[src/sv/lspe_pkg.sv]
// Shared types, constants and the sensor weight table of the position estimator.
`timescale 1ns / 1ps

package lspe_pkg;

    // Fixed field widths
    localparam int WORD_W  = 16;   // raw sensor word
    localparam int POS_W   = 14;   // signed position
    localparam int CNT_W   = 4;    // lit and selected counters
    localparam int SUM_W   = 9;    // signed weight sum, |sum| <= 157
    localparam int MAG_W   = 8;    // magnitude of the weight sum
    localparam int WT_W    = 6;    // one signed weight
    localparam int IDX_W   = 5;    // sensor index, up to 31
    localparam int MODE_W  = 2;

    // Highest sensor that exists in the word and the table
    localparam int LAST_SENSOR = 15;

    // Saturation limits of the position
    localparam int POS_MAX     = 8191;
    localparam int POS_MIN_MAG = 8192;

    // Scan mode codes
    localparam logic [MODE_W-1:0] MODE_ALL  = 2'd0;
    localparam logic [MODE_W-1:0] MODE_UP   = 2'd1;
    localparam logic [MODE_W-1:0] MODE_DOWN = 2'd2;

    // Commands from controller to datapath
    typedef struct packed {
        logic load;       // capture sensor word, clear accumulators
        logic scan;       // evaluate one sensor
        logic div_load;   // set up the divider
        logic div_step;   // one quotient bit
        logic out_load;   // write the output register
    } t_cmd;

    // Status from datapath to controller
    typedef struct packed {
        logic scan_last;  // current sensor is the last in scan order
        logic sel_zero;   // nothing selected
        logic div_last;   // final quotient bit in this step
    } t_status;

    // Weight of sensor k; zero outside 1..15
    function automatic logic signed [WT_W-1:0] weight(input logic [IDX_W-1:0] k);
        logic signed [WT_W-1:0] w;
        unique case (k)
            5'd1:    w = 6'sd30;
            5'd2:    w = 6'sd27;
            5'd3:    w = 6'sd25;
            5'd4:    w = 6'sd23;
            5'd5:    w = 6'sd20;
            5'd6:    w = 6'sd17;
            5'd7:    w = 6'sd15;
            5'd8:    w = 6'sd0;
            5'd9:    w = -6'sd15;
            5'd10:   w = -6'sd17;
            5'd11:   w = -6'sd20;
            5'd12:   w = -6'sd23;
            5'd13:   w = -6'sd25;
            5'd14:   w = -6'sd27;
            5'd15:   w = -6'sd30;
            default: w = 6'sd0;
        endcase
        return w;
    endfunction

endpackage

[src/sv/lspe_ctrl.sv]
// Controller state machine: sequences load, sensor scan, division and output.
`timescale 1ns / 1ps

module lspe_ctrl (
    input  logic              i_clk,
    input  logic              i_rst_n,
    input  logic              i_in_valid,
    output logic              o_in_ready,
    output logic              o_out_valid,
    input  logic              i_out_ready,
    input  lspe_pkg::t_status i_status,
    output lspe_pkg::t_cmd    o_cmd
);

    localparam logic [2:0] ST_IDLE = 3'd0;
    localparam logic [2:0] ST_SCAN = 3'd1;
    localparam logic [2:0] ST_PREP = 3'd2;
    localparam logic [2:0] ST_DIV  = 3'd3;
    localparam logic [2:0] ST_FIN  = 3'd4;

    logic [2:0] r_state;
    logic [2:0] n_state;
    logic       r_out_valid;
    logic       n_out_valid;
    logic       out_free;

    assign o_in_ready  = (r_state == ST_IDLE);
    assign o_out_valid = r_out_valid;
    assign out_free    = !r_out_valid || i_out_ready;

    // Next state and commands
    always_comb begin
        n_state = r_state;
        o_cmd   = '0;
        unique case (r_state)
            ST_IDLE: begin
                if (i_in_valid) begin
                    o_cmd.load = 1'b1;
                    n_state    = ST_SCAN;
                end
            end
            ST_SCAN: begin
                o_cmd.scan = 1'b1;
                if (i_status.scan_last) begin
                    n_state = ST_PREP;
                end
            end
            ST_PREP: begin
                o_cmd.div_load = 1'b1;
                n_state        = i_status.sel_zero ? ST_FIN : ST_DIV;
            end
            ST_DIV: begin
                o_cmd.div_step = 1'b1;
                if (i_status.div_last) begin
                    n_state = ST_FIN;
                end
            end
            ST_FIN: begin
                if (out_free) begin
                    o_cmd.out_load = 1'b1;
                    n_state        = ST_IDLE;
                end
            end
            default: n_state = ST_IDLE;
        endcase
    end

    // Output valid: set on load, cleared on transfer
    always_comb begin
        n_out_valid = r_out_valid;
        if (o_cmd.out_load) begin
            n_out_valid = 1'b1;
        end else if (i_out_ready) begin
            n_out_valid = 1'b0;
        end
    end

    always_ff @(posedge i_clk) begin
        if (!i_rst_n) begin
            r_state     <= ST_IDLE;
            r_out_valid <= 1'b0;
        end else begin
            r_state     <= n_state;
            r_out_valid <= n_out_valid;
        end
    end

endmodule

[src/sv/lspe_dp.sv]
// Datapath: sensor scan with run selection, serial divider, output register.
`timescale 1ns / 1ps

module lspe_dp #(
    parameter int SENSOR_COUNT  = 15,
    parameter int MAX_RUN       = 3,
    parameter int FRACTION_BITS = 8
) (
    input  logic                                     i_clk,
    input  logic                                     i_rst_n,
    input  lspe_pkg::t_cmd                           i_cmd,
    output lspe_pkg::t_status                        o_status,
    input  logic [lspe_pkg::WORD_W-1:0]              i_sensor_bits,
    input  logic                                     i_cfg_wr_en,
    input  logic [lspe_pkg::MODE_W-1:0]              i_cfg_wr_data,
    output logic signed [lspe_pkg::POS_W-1:0]        o_line_position,
    output logic [lspe_pkg::CNT_W-1:0]               o_lit_count,
    output logic                                     o_held
);

    localparam int SW   = $clog2(SENSOR_COUNT + 1);
    localparam int SW1  = SW + 1;
    localparam int CW   = lspe_pkg::CNT_W;
    localparam int SUMW = lspe_pkg::SUM_W;
    localparam int IW   = lspe_pkg::IDX_W;
    localparam int PW   = lspe_pkg::POS_W;
    localparam int NW   = lspe_pkg::MAG_W + FRACTION_BITS;
    localparam int EW   = (NW > PW) ? NW : PW;
    localparam int DCW  = $clog2(NW + 1);

    localparam logic [SW-1:0] K_FIRST = SW'(1);
    localparam logic [SW-1:0] K_LAST  = SW'(SENSOR_COUNT);
    localparam logic [CW-1:0] RUN_LIM = CW'(MAX_RUN);

    // Configuration and captured item
    logic [lspe_pkg::MODE_W-1:0] r_mode;
    logic [lspe_pkg::WORD_W-1:0] r_word;
    logic                        r_run;
    logic                        r_down;

    // Scan state
    logic [SW-1:0]          r_k;
    logic [SW-1:0]          r_prev;
    logic [CW-1:0]          r_lit;
    logic [CW-1:0]          r_sel;
    logic signed [SUMW-1:0] r_sum;
    logic                   r_closed;

    logic [SW-1:0]          n_prev;
    logic [CW-1:0]          n_lit;
    logic [CW-1:0]          n_sel;
    logic signed [SUMW-1:0] n_sum;
    logic                   n_closed;

    // Divider state
    logic [NW-1:0]  r_num;
    logic [CW-1:0]  r_rem;
    logic [DCW-1:0] r_cnt;
    logic           r_neg;

    // Held position
    logic signed [PW-1:0] r_last_pos;

    logic [IW-1:0]                    k5;
    logic                             lit_k;
    logic signed [lspe_pkg::WT_W-1:0] w_k;
    logic                             adjacent;
    logic [SW1-1:0]                   k_ext;
    logic [SW1-1:0]                   prev_ext;

    logic signed [SUMW-1:0] sum_abs;
    logic [CW:0]            rem_sh;
    logic [CW:0]            rem_diff;
    logic                   q_bit;

    logic [EW-1:0]        q_ext;
    logic [EW-1:0]        q_lim;
    logic [EW-1:0]        q_sat;
    logic [PW-1:0]        mag;
    logic signed [PW-1:0] pos_calc;

    // Mode register
    always_ff @(posedge i_clk) begin
        if (!i_rst_n) begin
            r_mode <= lspe_pkg::MODE_ALL;
        end else if (i_cfg_wr_en) begin
            r_mode <= i_cfg_wr_data;
        end
    end

    // Current sensor: lit bit and weight
    assign k5    = IW'(r_k);
    assign lit_k = (k5 <= IW'(lspe_pkg::LAST_SENSOR)) && r_word[k5[3:0]];
    assign w_k   = lspe_pkg::weight(k5);

    assign k_ext    = SW1'(r_k);
    assign prev_ext = SW1'(r_prev);
    assign adjacent = (k_ext == prev_ext + SW1'(1)) || (prev_ext == k_ext + SW1'(1));

    // One scan step: counting, averaging or run selection
    always_comb begin
        n_prev   = r_prev;
        n_lit    = r_lit;
        n_sel    = r_sel;
        n_sum    = r_sum;
        n_closed = r_closed;
        if (lit_k) begin
            n_lit = r_lit + CW'(1);
            if (!r_run) begin
                n_sum = r_sum + SUMW'(w_k);
                n_sel = r_sel + CW'(1);
            end else if (!r_closed && (r_sel < RUN_LIM)) begin
                priority if (r_sel == '0) begin
                    n_sum = SUMW'(w_k);
                    n_sel = CW'(1);
                end else if (adjacent) begin
                    n_sum = r_sum + SUMW'(w_k);
                    n_sel = r_sel + CW'(1);
                end else if (r_sel == CW'(1)) begin
                    // lone member broken off: start over
                    n_sum = '0;
                    n_sel = '0;
                end else begin
                    n_closed = 1'b1;
                end
                n_prev = r_k;
            end
        end
    end

    // Restoring divide step, one quotient bit
    assign sum_abs  = r_sum[SUMW-1] ? -r_sum : r_sum;
    assign rem_sh   = {r_rem, r_num[NW-1]};
    assign rem_diff = rem_sh - (CW+1)'(r_sel);
    assign q_bit    = (rem_sh >= (CW+1)'(r_sel));

    // Saturate and apply sign
    assign q_ext    = EW'(r_num);
    assign q_lim    = r_neg ? EW'(lspe_pkg::POS_MIN_MAG) : EW'(lspe_pkg::POS_MAX);
    assign q_sat    = (q_ext > q_lim) ? q_lim : q_ext;
    assign mag      = q_sat[PW-1:0];
    assign pos_calc = r_neg ? $signed(PW'(0) - mag) : $signed(mag);

    // Datapath registers
    always_ff @(posedge i_clk) begin
        if (i_cmd.load) begin
            r_word   <= i_sensor_bits;
            r_run    <= (r_mode == lspe_pkg::MODE_UP) || (r_mode == lspe_pkg::MODE_DOWN);
            r_down   <= (r_mode == lspe_pkg::MODE_DOWN);
            r_k      <= (r_mode == lspe_pkg::MODE_DOWN) ? K_LAST : K_FIRST;
            r_prev   <= '0;
            r_lit    <= '0;
            r_sel    <= '0;
            r_sum    <= '0;
            r_closed <= 1'b0;
        end else if (i_cmd.scan) begin
            r_k      <= r_down ? (r_k - SW'(1)) : (r_k + SW'(1));
            r_prev   <= n_prev;
            r_lit    <= n_lit;
            r_sel    <= n_sel;
            r_sum    <= n_sum;
            r_closed <= n_closed;
        end
        if (i_cmd.div_load) begin
            r_num <= NW'(sum_abs[lspe_pkg::MAG_W-1:0]) << FRACTION_BITS;
            r_rem <= '0;
            r_cnt <= '0;
            r_neg <= r_sum[SUMW-1];
        end else if (i_cmd.div_step) begin
            r_num <= {r_num[NW-2:0], q_bit};
            r_rem <= q_bit ? rem_diff[CW-1:0] : rem_sh[CW-1:0];
            r_cnt <= r_cnt + DCW'(1);
        end
        if (i_cmd.out_load) begin
            o_line_position <= (r_sel == '0) ? r_last_pos : pos_calc;
            o_lit_count     <= r_lit;
            o_held          <= (r_sel == '0);
        end
    end

    // Last position, kept across items
    always_ff @(posedge i_clk) begin
        if (!i_rst_n) begin
            r_last_pos <= '0;
        end else if (i_cmd.out_load && (r_sel != '0)) begin
            r_last_pos <= pos_calc;
        end
    end

    assign o_status.scan_last = r_down ? (r_k == K_FIRST) : (r_k == K_LAST);
    assign o_status.sel_zero  = (r_sel == '0);
    assign o_status.div_last  = (r_cnt == DCW'(NW - 1));

endmodule

[src/sv/line_sensor_position_estimator.sv]
// Sequence from input transfer to output valid: load, a scan of every sensor, divider setup,
// one divide step per quotient bit, then the output load, which waits until the output
// register is free; the divide steps are skipped when nothing is selected.
// A new item is taken only while the block is idle, which may be while the last result
// still waits in the output register.
// Reset: synchronous, active low; clears mode to average-all, last position to zero.
`timescale 1ns / 1ps

module line_sensor_position_estimator #(
    parameter int SENSOR_COUNT  = 15,
    parameter int MAX_RUN       = 3,
    parameter int FRACTION_BITS = 8
) (
    input  logic                              i_clk,
    input  logic                              i_rst_n,
    input  logic                              i_in_valid,
    output logic                              o_in_ready,
    input  logic [lspe_pkg::WORD_W-1:0]       i_sensor_bits,
    output logic                              o_out_valid,
    input  logic                              i_out_ready,
    output logic signed [lspe_pkg::POS_W-1:0] o_line_position,
    output logic [lspe_pkg::CNT_W-1:0]        o_lit_count,
    output logic                              o_held,
    input  logic                              i_cfg_wr_en,
    input  logic [lspe_pkg::MODE_W-1:0]       i_cfg_wr_data
);

    lspe_pkg::t_cmd    cmd;
    lspe_pkg::t_status status;

    // Sequencer
    lspe_ctrl u_ctrl (
        .i_clk       (i_clk),
        .i_rst_n     (i_rst_n),
        .i_in_valid  (i_in_valid),
        .o_in_ready  (o_in_ready),
        .o_out_valid (o_out_valid),
        .i_out_ready (i_out_ready),
        .i_status    (status),
        .o_cmd       (cmd)
    );

    // Scan, divide and output registers
    lspe_dp #(
        .SENSOR_COUNT  (SENSOR_COUNT),
        .MAX_RUN       (MAX_RUN),
        .FRACTION_BITS (FRACTION_BITS)
    ) u_dp (
        .i_clk           (i_clk),
        .i_rst_n         (i_rst_n),
        .i_cmd           (cmd),
        .o_status        (status),
        .i_sensor_bits   (i_sensor_bits),
        .i_cfg_wr_en     (i_cfg_wr_en),
        .i_cfg_wr_data   (i_cfg_wr_data),
        .o_line_position (o_line_position),
        .o_lit_count     (o_lit_count),
        .o_held          (o_held)
    );

endmodule

[config.mk]
export PLATFORM = sky130hd
export DESIGN_NAME = line_sensor_position_estimator
export DESIGN_NICKNAME = d
export VERILOG_FILES = /design/src/sv/lspe_pkg.sv /design/src/sv/lspe_ctrl.sv /design/src/sv/lspe_dp.sv /design/src/sv/line_sensor_position_estimator.sv
export SDC_FILE = /design/constraint.sdc
export NUM_CORES = 1
export LEC_CHECK = 0
export BUFFER_PORTS_ARGS = -buffer_cell sky130_fd_sc_hd__buf_4
export CAP_MARGIN = 20
export CORE_ASPECT_RATIO = 2
export CORE_MARGIN = 10
export CORE_UTILIZATION = 30
export DETAILED_ROUTE_END_ITERATION = 7
export GPL_TIMING_DRIVEN = 0
export HOLD_SLACK_MARGIN = 0.15
export PLACE_DENSITY = 0.46
export SETUP_SLACK_MARGIN = 0.5
export SLEW_MARGIN = 10
export SYNTH_ARGS = -nofsm -noshare
export SYNTH_HDL_FRONTEND = slang
export SYNTH_HIERARCHICAL = 1
export SYNTH_SLANG_ARGS = --single-unit
[constraint.sdc]
create_clock -name i_clk -period 3.5 [get_ports i_clk]
set_input_delay 0.7 -clock i_clk [delete_from_list [all_inputs] [get_ports i_clk]]
set_output_delay 0.7 -clock i_clk [all_outputs]
set_load 0.1 [all_outputs]
==> Yosys cells after proc, flatten, opt, wreduce, memory -nomap -nowiden <==
Memories as Yosys holds them, arrays and structs flattened. A register that Yosys moved wholly into a read port is not among the register bits.
Index checks and enable logic that the tools add are counted.
{ "classes": {"mux": 41, "n_addsub": 11, "shift": 0, "bitwise_logic": 3, "multipliers": 0, "div": 0, "n_lt_le_gt_ge": 5, "reduce_logical": 19, "n_eq_ne": 18} }
{ "ops": {"columns": ["op", "n"], "rows": [
  ["two-way mux 14 bit", 4],
  ["two-way mux 9 bit", 5],
  ["two-way mux 4 bit", 11],
  ["two-way mux 16 bit", 2],
  ["> comparator 16 x 14 -> 1 bit", 1],
  ["two-way mux 3 bit", 5],
  ["one-hot mux 3 bit (5 select lines)", 1],
  ["subtractor 1 x 14 -> 14 bit, first input constant", 1],
  ["adder 4 x 1 -> 4 bit, second input constant", 3],
  ["AND reduction 4 bit", 3],
  ["two-way mux 1 bit", 11],
  ["adder 4 x 1 -> 5 bit, second input constant", 2],
  ["equality test 4 x 5 -> 1 bit", 2],
  ["adder 9 x 6 -> 9 bit", 1],
  ["equality test 4 x 1 -> 1 bit, second input constant", 2],
  ["two-way mux 8 bit", 1],
  ["inequality test 2 bit, second input constant", 4],
  ["negation 8 bit", 1],
  ["AND reduction 7 bit", 1],
  ["equality test 3 x 2 -> 1 bit, second input constant", 2],
  ["nonzero test 2 bit", 3],
  ["adder 5 x 1 -> 5 bit, second input constant", 1],
  ["equality test 5 x 4 -> 1 bit, second input constant", 1],
  ["greater-or-equal comparator 5 x 4 -> 1 bit", 1],
  ["other kinds (21)", 28]
]} }
{ "totals": {"ramBits": 0, "n_memories": 1, "inputBits": 23, "ff_bits": 109, "latch_bits": 0, "rom_bits": 96, "wordCells": 119, "output_inout_bits": 21} }
{ "mem_list": {"columns": ["memory", "depth", "word_bits", "rd", "rd_ports_with_merged_regs", "wr", "line", "source"], "rows": [
  ["(name not given)", 16, 6, 1, 1, 0, "lspe_pkg.sv:47", "unique case (k)"]
]} }

==> Depth between registers and ports, before layout <==
Gate-level depths: netlist of run 1.
{ "depth": {"ltp_word": 7, "mapped_depth": 16, "depth_no_buf": 13} }

==> By module <==
The synthesis of run 1 kept the hierarchy.
{ "modules_own_cells": {"columns": ["mod", "area_per_inst_um2", "instances", "cells_each", "seq_area_each_um2"], "rows": [
  ["lspe_dp", 6652.6, 1, 668, 2722.6],
  ["lspe_ctrl", 365.4, 1, 40, 80.1]
]} }

==> Worst setup path after synthesis of run 1 <==
No wires, ideal clock.
{ "synth_path": {"path_kind": "register to register", "from": "reg u_ctrl.r_state[2]", "to": "reg, netlist name u_dp/w_k[0]", "setup_time_ps": 134, "t_arrival_ps": 5278, "period_less_slack_ps": 5412, "path_stages_with_launch": 11, "slack_ps": -1912, "t_required_ps": 3366, "path_buffers": 2, "path_cell_list": "dfxtp_1 buf_2 nor3_1 and2_1 or2_2 clkbuf_1 nand2_1 o21ai_0 inv_1 ha_1 mux4_2"} }
{ "synth_lines": {"columns": ["item", "line", "source"], "rows": [
  ["from (decl)", "lspe_ctrl.sv:21", "logic [2:0] r_state;"],
  ["from (signal assigned)", "lspe_ctrl.sv:83", "r_state <= n_state;"]
]} }

==> Worst setup path in the final report of run 1 <==
{ "layout_path": {"from": "reg u_dp.r_neg", "to": "reg u_dp/o_line_position[4] in the netlist's numbering, data pin"} }
{ "layout_via": {"elab_chain_len": 6} }
{ "layout_lines": {"columns": ["item", "line", "source"], "rows": [
  ["from (decl)", "lspe_dp.sv:59", "logic r_neg;"],
  ["from (signal assigned)", "lspe_dp.sv:168", "r_neg <= r_sum[SUMW-1];"],
  ["two-way mux 14 bit", "lspe_dp.sv:139", "assign q_lim = r_neg ? EW'(lspe_pkg::POS_MIN_MAG) : EW'(lspe_pkg::POS_MAX);"],
  ["> comparator 16 x 14 -> 1 bit", "lspe_dp.sv:140", "assign q_sat = (q_ext > q_lim) ? q_lim : q_ext;"],
  ["two-way mux 14 bit", "lspe_dp.sv:140", null],
  ["subtractor 1 x 14 -> 14 bit", "lspe_dp.sv:142", "assign pos_calc = r_neg ? $signed(PW'(0) - mag) : $signed(mag);"],
  ["two-way mux 14 bit *", "lspe_dp.sv:142", null],
  ["two-way mux 14 bit *", "lspe_dp.sv:175", "o_line_position <= (r_sel == '0) ? r_last_pos : pos_calc;"],
  ["to (signal assigned)", "lspe_dp.sv:175", null],
  ["to (decl)", "lspe_dp.sv:16", "output logic signed [lspe_pkg::POS_W-1:0] o_line_position,"]
]} }
Every way passes the cells marked *; elsewhere a longest branch is shown, timed or not.
A chain may end at the register's enable or synchronous reset.

==> out/metrics.csv, run 1 <==
stage,metric,value,unit
run_status,status,completed,
cts,CTS tree,done,
placed_design,routability congestion estimate,0.888,
route,Routed Antenna Nets,0,
synth,Ys Warns,6,
route,Vias/cell,5.24,
timing,endpoints failing hold,0,
worst_hold_path,Hold Path Class,reg -> reg,
synth,register area share after synthesis,0.399,
layout,layout net count,871,
grt,grt ovf,0,
timing,minimum clock period after layout,3.36,ns
pwr,sw power,3.08,mW
layout,total of fill cells in the finished design,2311,
layout,"Area growth, synth to finish",28.8,%
critical_path,crit path from,u_dp/r_neg,
timing,worst setup margin,0.141,ns
timing,highest clock rate,298,MHz
worst_hold_path,Hold Path Depth,0,
critical_path,critical path data required time,3.65,ns
grt,first-pass GRT wire length,32.3,mm
grt,number of antenna violations at the first check in global routing,0,
placed_design,placed instance count,1034,
critical_path,Critical R2R Launch,u_dp/r_neg,
pwr,Power Internal,4.60,mW
synth,Post-Syn Instances,708,
route,starting DRC count in detailed routing,336,
grt,total track usage,0.135,
grt,vias in the first global route,6171,
worst_hold_path,hold wc startpoint,u_dp/r_sum[8],
layout,Layout Cells excl Fill,1095,
timing,Hold Worst Slack,0.434,ns
pwr,LEAKAGE,3.50,nW
placed_design,dpl hpwl,15.4,mm
synth,post-synthesis register bit count,115,
pwr,Comb pwr share,0.492,
cts,hold buffers post-CTS,0,
critical_path,CP startpoint kind,flip-flop,
cts,CTS Buf Count,17,
pwr,switching share of power,0.401,
route,vias,5733,
synth,Syn Area/Cell,9.91,um2
critical_path,critical path type,reg -> reg,
critical_path,crit-path max FO,5,
cts,clk_lat worst skew,0.43,ns
route,WL/cell,18.3,um
critical_path,Reg2Reg Depth,16,
grt,pin count of the biggest net entering global routing,23,
placed_design,dpl ws,-0.618,ns
timing,Relative slew margins,0.477,
die,Core Region,23100,um2
die,# rows,79,
timing,Final Max Slew Viols,0,
synth,number of synthesized flops with an enable pin,50,
timing,Worst-Margin Slew,0.765,ns
timing,"Period Utilization, post-route",0.960,
run,MaxCap Viol Count,0,
synth,Mapped Area,7020,um2
critical_path,critical path arrival,3.51,ns
synth,Cell variety after synth,93,
timing,# setup viols final,0,
timing,setup tns final,0,ns
layout,layout cells sized above 1,0.261,
layout,Final Instance Area,9040,um2
pwr,power per cell area,850,nW/um2
pwr,Tot Pwr,7.68,mW
cts,clk root buf,clkbuf_16,
layout,Sequential Area,2800,um2
placed_design,placed inst area,7850,um2
die,Chip Width,128,um
route,"wirelength, routed",20.0,mm
critical_path,CP Capture Type,flip-flop,
die,Die ar.,30300,um2
synth,post-synth net total,780,
cts,CTS Sinks,115,
pwr,worst ir drop on vdd,0.420,mV
synth,Post-synth ARST share,0,
layout,diodes inserted,0,
layout,Multi-input gate area,4240,um2
timing,RSZ-0062 raised after global routing,true,
die,Starting Density,0.303,
die,Ports,44,
critical_path,CP cell instances,buf_6 -> ha_4 -> nor2b_1 -> o211ai_1 -> a2111o_1 -> buf_6 -> a31oi_4 -> buf_6 -> o21ai_4 -> ha_4 -> buf_8 -> nand2_2 -> nand2_2 -> xnor2_1 -> mux2i_1 -> o21ai_1,
cts,clk slew on worst S/H paths,0.05,ns
critical_path,slowest CP cell,edfxtp_1,
layout,Final Util,0.391,
route,DRC errors left,0,
pwr,Seq pwr share,0.262,
placed_design,input/output buffers,43,
pwr,clock power share,0.246,
route,first-pass iteration count of the detailed router,4,
critical_path,Worst path max stage delay,0.49,ns
critical_path,most frequent CP cell,buf_6,
timing,Setup Skew,0.00807,ns
cts,Max Root-Sink Buffers,2,
synth,Main synth FF type,dfxtp_1,
die,Die Ht,236,um
cts,number of H-tree levels,4,
path summary, 6_finish.rpt:
| check | end | slack [ns] |
|---|---|---|
| max | u_dp/o_line_position[4] | 0.14 |
| min | u_dp/r_neg | 0.43 |
| max reg2reg | u_dp/o_line_position[4] | 0.14 |
| min reg2reg | u_dp/r_neg | 0.43 |
cells in the final DEF, fill, tap and decap left out, types with 9 or more instances in the layout:
master / synthesis / routed
nand2_1: 54 / 51
and3_1: 10 / 9
a21oi_1: 27 / 25
clkbuf_1: 19 / 15
buf_4: 4 / 71
ha_1: 47 / 38
buf_6: 2 / 9
a211oi_2: 9 / 10
xor2_1: 17 / 17
inv_1: 31 / 29
mux2i_1: 33 / 32
nand3_1: 19 / 19
nor3_1: 14 / 12
o21ai_0: 39 / 30
ha_4: 0 / 9
nor2_1: 71 / 68
dfxtp_1: 65 / 65
clkbuf_16: 0 / 19
edfxtp_1: 50 / 50
xnor2_1: 19 / 18
registers in the layout, summed over array words and instances (netlist names), 2 cells and up:
register and cells:
u_dp/r_prev 4, u_dp/r_lit 4, u_dp/r_sel 4, u_dp/o_lit_count 4, u_ctrl/r_state 3, u_dp/q_ext 16
u_dp/r_k 4, u_dp/r_mode 2, u_dp/r_rem 4, u_dp/r_sum 9, u_dp/w_k 6, u_dp/r_last_pos 14
u_dp/o_line_position 14, u_dp/r_cnt 5, u_dp/r_word 16
power groups by stage:
stage / registers, mW / clock network (mW) / logic, mW
after detailed placement: 2.04 / 0 / 3.55
after global placement: 2.03 / 0 / 3.47
final: 2.01 / 1.89 / 3.78
after floorplan: 2.02 / 0 / 2.71
after global routing: 2.05 / 2.00 / 4.19
after CTS: 2.01 / 1.93 / 3.71
cells by family after synthesis:
group,synth area share
AO/OA/AOI/OAI,0.175
XOR/XNOR,0.0449
adder cells (fa/ha/maj),0.0895
buffers and inverters,0.0488
flip-flops,0.399
multiplexers,0.0690
AND/OR/NAND/NOR,0.174
final cells by class:
type                    instances  area share
multi-input cells             520       0.469
flip-flops and latches        115       0.310
well taps                     283      0.0392
clock buffers                  18      0.0475
repair buffers                 72      0.0629
inverters                      31      0.0129
plain buffers                  42      0.0348
clock inverters                14      0.0234
worst max-delay path: cells and delay by family (launching register included):
| kind | cells | cell delay [ns] |
|---|---|---|
| DFF | 1 | 0.49 |
| adders and majority gates | 2 | 0.45 |
| xor gates and xnor gates | 1 | 0.15 |
| muxes | 1 | 0.21 |
| AOI/OAI and AO/OA | 5 | 0.94 |
| buffers and inverters | 4 | 0.64 |
| and+or+nand+nor | 3 | 0.22 |
layer usage:
metal,vias to the layer above,wire (um),GRT usage
met5,-,0,0
met4,0,1090,0.0778
met3,54,471,0.0236
met2,122,12100,0.276
met1,2769,6330,0.112
li1,2788,-,-
cells in the mapped netlist, types with 5 or more instances:
master    count  area [um2]
a31oi_1       6        37.5
a211oi_2      9         113
nand2b_1      7        43.8
a21oi_1      27         135
nor2b_1       6        37.5
inv_1        31         116
buf_2         9        45.0
o21a_1        6        45.0
buf_1         6        22.5
xor2_1       17         149
nand2_1      54         203
nand3_1      19        95.1
edfxtp_1     50        1500
dfxtp_1      65        1300
o21ai_0      39         195
a32oi_1       6        52.6
nand3b_1      5        37.5
and3_1       10        62.6
nand4_1       7        43.8
xnor2_1      19         166
clkbuf_1     19        71.3
nor3_1       14        70.1
nor2_1       71         267
nor4_1        8        50.1
ha_1         47         588
mux2i_1      33         330
o31ai_1       7        52.6
a22o_1        6        52.6
timing repair:
action | in CTS | in global routing
setup endpoints to repair | 27 | 23
cloned | 1 | 0
gates resized for setup | 27 | 34
buffers inserted | 21 | 7
pin swaps | 13 | 13
No activity file was read; power rests on OpenSTA's default activity.
==> inputs of run 2 (changes only) <==
- PLACE_DENSITY: 0.46 -> 0.44
- SETUP_SLACK_MARGIN: 0.5 -> not set
- SLEW_MARGIN: 10 -> 15
- clock period: 3.5 -> 4 ns (I/O delays scaled with it)
==> run 2 against run 1 <==
Die area unchanged; global-route usage fell by 0.74 points; first-iteration DRC count decreased by 19%; critical endpoint is now u_dp/o_line_position[6]; largest cell class unchanged.
==> out/metrics.csv, run 2 (synthesized netlist as in run 1, its figures left out) <==
stage,metric,value,unit,change
critical_path,Reg2Reg Depth,12,,-4
critical_path,critical path data required time,4.17,ns,+0.52 ns
critical_path,crit-path max FO,11,,+6
route,first-pass iteration count of the detailed router,6,,+2
route,starting DRC count in detailed routing,272,,-19%
grt,number of antenna violations at the first check in global routing,0,,unchanged
run_status,status,completed,,
critical_path,reg2reg setup slack,0.21,ns,+0.07 ns
route,vias,5565,,-2.9%
placed_design,input/output buffers,43,,unchanged
die,Die ar.,30300,um2,unchanged
route,Vias/cell,5.21,,-0.48%
die,Ports,44,,unchanged
route,"wirelength, routed",19.0,mm,-5.0%
critical_path,crit path from,u_dp/r_neg,,
critical_path,critical path type,reg -> reg,,
grt,total track usage,0.127,,-0.00744
timing,Worst-Margin Slew,0.814,ns,+0.0491 ns
critical_path,CP Capture Type,flip-flop,,
timing,Setup Skew,0.00727,ns,-0.000800 ns
timing,Relative slew margins,0.444,,-0.0336
critical_path,Critical R2R Launch,u_dp/r_neg,,
grt,first-pass GRT wire length,30.4,mm,-5.8%
layout,total of fill cells in the finished design,2350,,+1.7%
placed_design,dpl hpwl,15.2,mm,-1.7%
worst_hold_path,Hold Path Class,reg -> reg,,
die,Die Ht,236,um,unchanged
cts,CTS Sinks,115,,unchanged
cts,CTS Buf Count,17,,unchanged
timing,endpoints failing hold,0,,unchanged
layout,layout net count,844,,-3.1%
timing,highest clock rate,264,MHz,-11%
grt,pin count of the biggest net entering global routing,23,,unchanged
route,Routed Antenna Nets,0,,unchanged
placed_design,routability congestion estimate,0.872,,-1.9%
pwr,power per cell area,751,nW/um2,-12%
placed_design,dpl ws,-1.21,ns,-0.589 ns
layout,Final Util,0.362,,-0.0287
cts,clk slew on worst S/H paths,0.05,ns,about the same
critical_path,Worst R2R End,u_dp/o_line_position[6],,
critical_path,critical path capture point,u_dp/o_line_position[6],,
layout,"most common cell after layout, fill and taps aside",nor2_1,,
cts,CTS tree,done,,
die,Chip Width,128,um,unchanged
critical_path,CP startpoint kind,flip-flop,,
run,MaxCap Viol Count,0,,unchanged
timing,RSZ-0062 raised after global routing,false,,
route,WL/cell,17.8,um,-2.6%
die,Starting Density,0.303,,unchanged
worst_hold_path,Hold Path Depth,0,,unchanged
layout,Layout Cells excl Fill,1068,,-2.5%
layout,"Area growth, synth to finish",19.3,%,
grt,vias in the first global route,5917,,-4.1%
layout,diodes inserted,0,,unchanged
pwr,worst ir drop on vdd,0.273,mV,-35%
cts,Max Root-Sink Buffers,2,,unchanged
cts,clk root buf,clkbuf_16,,
timing,worst setup margin,0.207,ns,+0.0662 ns
cts,clk_lat worst skew,0.42,ns,about the same
route,DRC errors left,0,,unchanged
pwr,LEAKAGE,3.27,nW,-6.6%
pwr,Tot Pwr,6.29,mW,-18%
layout,"commonest non-fill, non-tap cells in the layout","71 x nor2_1, 65 x dfxtp_1, 54 x nand2_1, 50 x buf_4, 50 x edfxtp_1",,
critical_path,critical path arrival,3.96,ns,+0.45 ns
die,Core Region,23100,um2,unchanged
cts,number of H-tree levels,4,,unchanged
timing,# setup viols final,0,,unchanged
timing,minimum clock period after layout,3.79,ns,+0.434 ns
timing,Final Max Slew Viols,0,,unchanged
placed_design,placed instance count,1034,,unchanged
grt,grt ovf,0,,unchanged
timing,"Period Utilization, post-route",0.948,,-0.0115
die,# rows,79,,unchanged
cts,hold buffers post-CTS,0,,unchanged
layout,layout cells sized above 1,0.176,,-0.0853
-- run 2: per-stage QoR --
step,hold WS [ns],TNS [ns],area (um2)
3_3_place_gp,0.416,-12.73,7710
5_1_grt,0.439,0,8370
2_1_floorplan,0.403,0,7030
6_report,0.429,0,8370
3_5_place_dp,0.415,-13.85,7710
4_1_cts,0.432,0,8370
-- run 2: timing repair --
action | 4_1_cts | 5_1_grt
setup buffers | 3 | 0
pin swaps | 1 | 1
gates resized for setup | 6 | 4
setup endpoints to repair | 20 | 13
-- run 2: worst max-delay path, cell delays in order (launching register included) --
cell,delay (ns)
edfxtp_1,0.45
inv_1,0.15
clkbuf_4,0.24
ha_1,0.40
nand4_1,0.23
a2111o_1,0.50
a311o_1,0.35
o21ai_0,0.17
ha_2,0.38
nand2_1,0.18
nor2_1,0.16
a31oi_1,0.05
a32o_1,0.29
-- run 2: how the worst min path moves through the flow --
| stage | startpoint | to | slack (ns) |
|---|---|---|---|
| 5_1_grt | u_dp/r_sum[8] | u_dp/r_neg | 0.44 |
| 3_3_place_gp | u_dp/r_sum[8] | u_dp/r_neg | 0.42 |
| 3_5_place_dp | u_dp/r_sum[8] | u_dp/r_neg | 0.42 |
| 6_report | u_dp/r_sum[8] | u_dp/r_neg | 0.43 |
| 4_1_cts | u_dp/r_sum[8] | u_dp/r_neg | 0.43 |
| 2_1_floorplan | u_dp/r_sum[8] | u_dp/r_neg | 0.40 |
-- run 2: cell type report --
class,instances,area (um2),share of cell area
multi-input combinational,520,3930,0.469
inverter,31,116,0.0139
clock buffer,19,433,0.0517
sequential,115,2800,0.335
tap,283,354,0.0423
buffer,41,226,0.0270
timing repair buffer,46,345,0.0412
clock inverter,13,165,0.0197
-- run 2: layer usage --
metal | GRT usage | up-vias | part of all wire
met1 | 0.104 | 2693 | 0.33
met2 | 0.262 | 106 | 0.61
met5 | 0 | - | 0
met3 | 0.0240 | 33 | 0.027
met4 | 0.0727 | 0 | 0.038
li1 | - | 2733 | -
-- run 2: report_power, final --
group | leakage (nW) | switching (mW) | total (mW) | internal [mW]
Combinational | 1.98 | 1.80 | 2.99 | 1.19
Clock | 0.288 | 0.528 | 1.56 | 1.03
Sequential | 1.00 | 0.223 | 1.75 | 1.53
Total | 3.27 | 2.55 | 6.29 | 3.74
==> inputs of run 3 (changes only) <==
- PLACE_DENSITY: 0.44 -> 0.42
==> run 3 against run 2 <==
Core utilization up 0.18 points; count of clock-buffer cells in the layout is the same; critical path depth is 3 higher; sequential power is essentially flat; die area stayed put; wire length increased by 3.0%; cell count is essentially flat; final area grew 0.49%; fmax grew 0.20%; flip-flop and latch count unchanged; clock skew up 0.0085 ns; combinational power is 2% higher; largest power group unchanged.
==> out/metrics.csv, run 3 (synthesized netlist as in run 1, its figures left out) <==
stage,metric,value,unit,change
layout,Layout Cells excl Fill,1069,,+0.094%
placed_design,input/output buffers,43,,unchanged
critical_path,CP Capture Type,flip-flop,,
cts,clk_lat worst skew,0.44,ns,+0.02 ns
die,Core Region,23100,um2,unchanged
worst_hold_path,Hold Path Class,reg -> reg,,
critical_path,critical path data required time,4.16,ns,about the same
pwr,Comb pwr share,0.482,,+0.007
grt,first-pass GRT wire length,31.0,mm,+2.1%
cts,clk root buf,clkbuf_16,,
die,Starting Density,0.303,,unchanged
run,MaxCap Viol Count,0,,unchanged
die,# rows,79,,unchanged
route,starting DRC count in detailed routing,293,,+7.7%
timing,setup tns final,0,ns,unchanged
cts,number of H-tree levels,4,,unchanged
route,Routed Antenna Nets,0,,unchanged
critical_path,CP Buf/Inv Count,4,,+2
pwr,sw power,2.67,mW,+4.8%
die,Die Ht,236,um,unchanged
die,Die ar.,30300,um2,unchanged
placed_design,placed inst area,7710,um2,unchanged
placed_design,dpl hpwl,15.2,mm,about the same
layout,"commonest non-fill, non-tap cells in the layout","71 x nor2_1, 65 x dfxtp_1, 53 x nand2_1, 50 x buf_4, 50 x edfxtp_1",,
timing,Final Max Slew Viols,0,,unchanged
timing,endpoints failing hold,0,,unchanged
grt,total track usage,0.132,,+0.00426
critical_path,cell family with most CP delay,buffers and inverters,,
grt,grt ovf,0,,unchanged
run_status,status,completed,,
route,Vias/cell,5.24,,+0.64%
pwr,worst ir drop on vdd,0.338,mV,+24%
cts,Max Root-Sink Buffers,2,,unchanged
pwr,LEAKAGE,3.27,nW,+0.10%
timing,RSZ-0062 raised after global routing,false,,
grt,number of antenna violations at the first check in global routing,0,,unchanged
pwr,clock power share,0.240,,-0.007
critical_path,CP cell instances,inv_1 -> clkbuf_4 -> ha_4 -> nand4_1 -> a2111o_1 -> a31oi_4 -> clkbuf_4 -> o21ai_0 -> ha_1 -> clkbuf_2 -> nand2_1 -> nand2_1 -> xnor2_1 -> mux2i_2 -> o21ai_0,,
layout,"Area growth, synth to finish",19.9,%,
layout,diodes inserted,0,,unchanged
cts,CTS Sinks,115,,unchanged
die,Chip Width,128,um,unchanged
placed_design,placed instance count,1034,,unchanged
timing,Relative slew margins,0.466,,+0.0221
cts,CTS Buf Count,17,,unchanged
route,"wirelength, routed",19.6,mm,+3.0%
timing,highest clock rate,264,MHz,+0.20%
route,DRC errors left,0,,unchanged
route,first-pass iteration count of the detailed router,5,,-1
timing,minimum clock period after layout,3.79,ns,-0.00758 ns
layout,"most common cell after layout, fill and taps aside",nor2_1,,
critical_path,CP startpoint kind,flip-flop,,
timing,# setup viols final,0,,unchanged
die,Ports,44,,unchanged
critical_path,crit-path max FO,11,,unchanged
layout,Final Instance Area,8410,um2,+0.49%
layout,layout cells sized above 1,0.195,,+0.0189
critical_path,critical path arrival,3.95,ns,about the same
placed_design,routability congestion estimate,0.848,,-2.7%
pwr,power per cell area,750,nW/um2,-0.20%
pwr,switching share of power,0.423,,+0.0183
critical_path,Worst path max stage delay,0.45,ns,-0.05 ns
timing,"Period Utilization, post-route",0.946,,-0.00190
layout,Final Util,0.364,,+0.00178
route,vias,5606,,+0.74%
cts,clk slew on worst S/H paths,0.06,ns,about the same
layout,layout net count,845,,+0.12%
timing,Worst-Margin Slew,0.781,ns,-0.0323 ns
critical_path,slowest CP cell,a2111o_1,,
pwr,Seq pwr share,0.279,,about the same
pwr,Tot Pwr,6.31,mW,+0.29%
timing,Setup Skew,0.0157,ns,+0.00847 ns
cts,CTS tree,done,,
pwr,Power Internal,3.64,mW,-2.8%
route,WL/cell,18.3,um,+2.9%
grt,pin count of the biggest net entering global routing,23,,unchanged
grt,vias in the first global route,5790,,-2.1%
critical_path,critical path type,reg -> reg,,
-- run 3: cell count changes in the layout (fill, tap and decap cells not counted), sizes merged --
cell,change
inv,+4
clkinv,-4
buf,-1
clkbuf,+2
clkinvlp,+3
bufinv,-3
-- run 3: metrics by stage --
stage | hold WS [ns] | setup WS, ns
floorplan | 0.403 | 0.166
global placement | 0.417 | -1.43
detailed placement | 0.418 | -1.42
CTS | 0.430 | 0.0191
global route | 0.443 | 0.0204
finish | 0.428 | 0.214
-- run 3: cell type report --
cell class | count | area (um2)
flip-flops and latches | 115 | 2800
clock buffers | 19 | 464
fillers | 2397 | 14700
well taps | 283 | 354
inverters | 31 | 116
multi-input cells | 520 | 3980
repair buffers | 46 | 345
plain buffers | 42 | 234
clock inverters | 13 | 123
-- run 3: power groups by stage --
stage	clock network (mW)	registers [mW]	logic [mW]
2_1_floorplan	0	1.76	2.25
3_5_place_dp	0	1.79	3.01
6_report	1.51	1.76	3.04
4_1_cts	1.56	1.76	3.06
3_3_place_gp	0	1.78	2.95
5_1_grt	1.61	1.79	3.37
-- run 3: repair_timing --
| item | CTS | global route |
|---|---|---|
| endpoints found under the hold margin | 0 | 0 |
| setup endpoints to repair | 21 | 10 |
| setup buffers | 2 | 1 |
| resized for setup | 13 | 8 |
| hold buffers | 0 | 0 |
| pin swaps | 1 | 2 |
-- run 3: per-layer routing --
| metal | vias to the layer above | track usage | wire length (um) |
|---|---|---|---|
| met4 | 0 | 0.0829 | 864 |
| li1 | 2736 | - | - |
| met5 | - | 0 | 0 |
| met2 | 133 | 0.256 | 11600 |
| met3 | 45 | 0.0267 | 514 |
| met1 | 2692 | 0.116 | 6660 |
-- run 3: path summary, 6_finish.rpt --
path	startpoint	end	slack (ns)	cells past startpoint
worst max-delay path	u_dp/r_neg	u_dp/o_line_position[4]	0.21	15
worst min-delay path	u_dp/r_sum[8]	u_dp/r_neg	0.43	0
worst max register to register	u_dp/r_neg	u_dp/o_line_position[4]	0.21	15
worst min register to register	u_dp/r_sum[8]	u_dp/r_neg	0.43	0
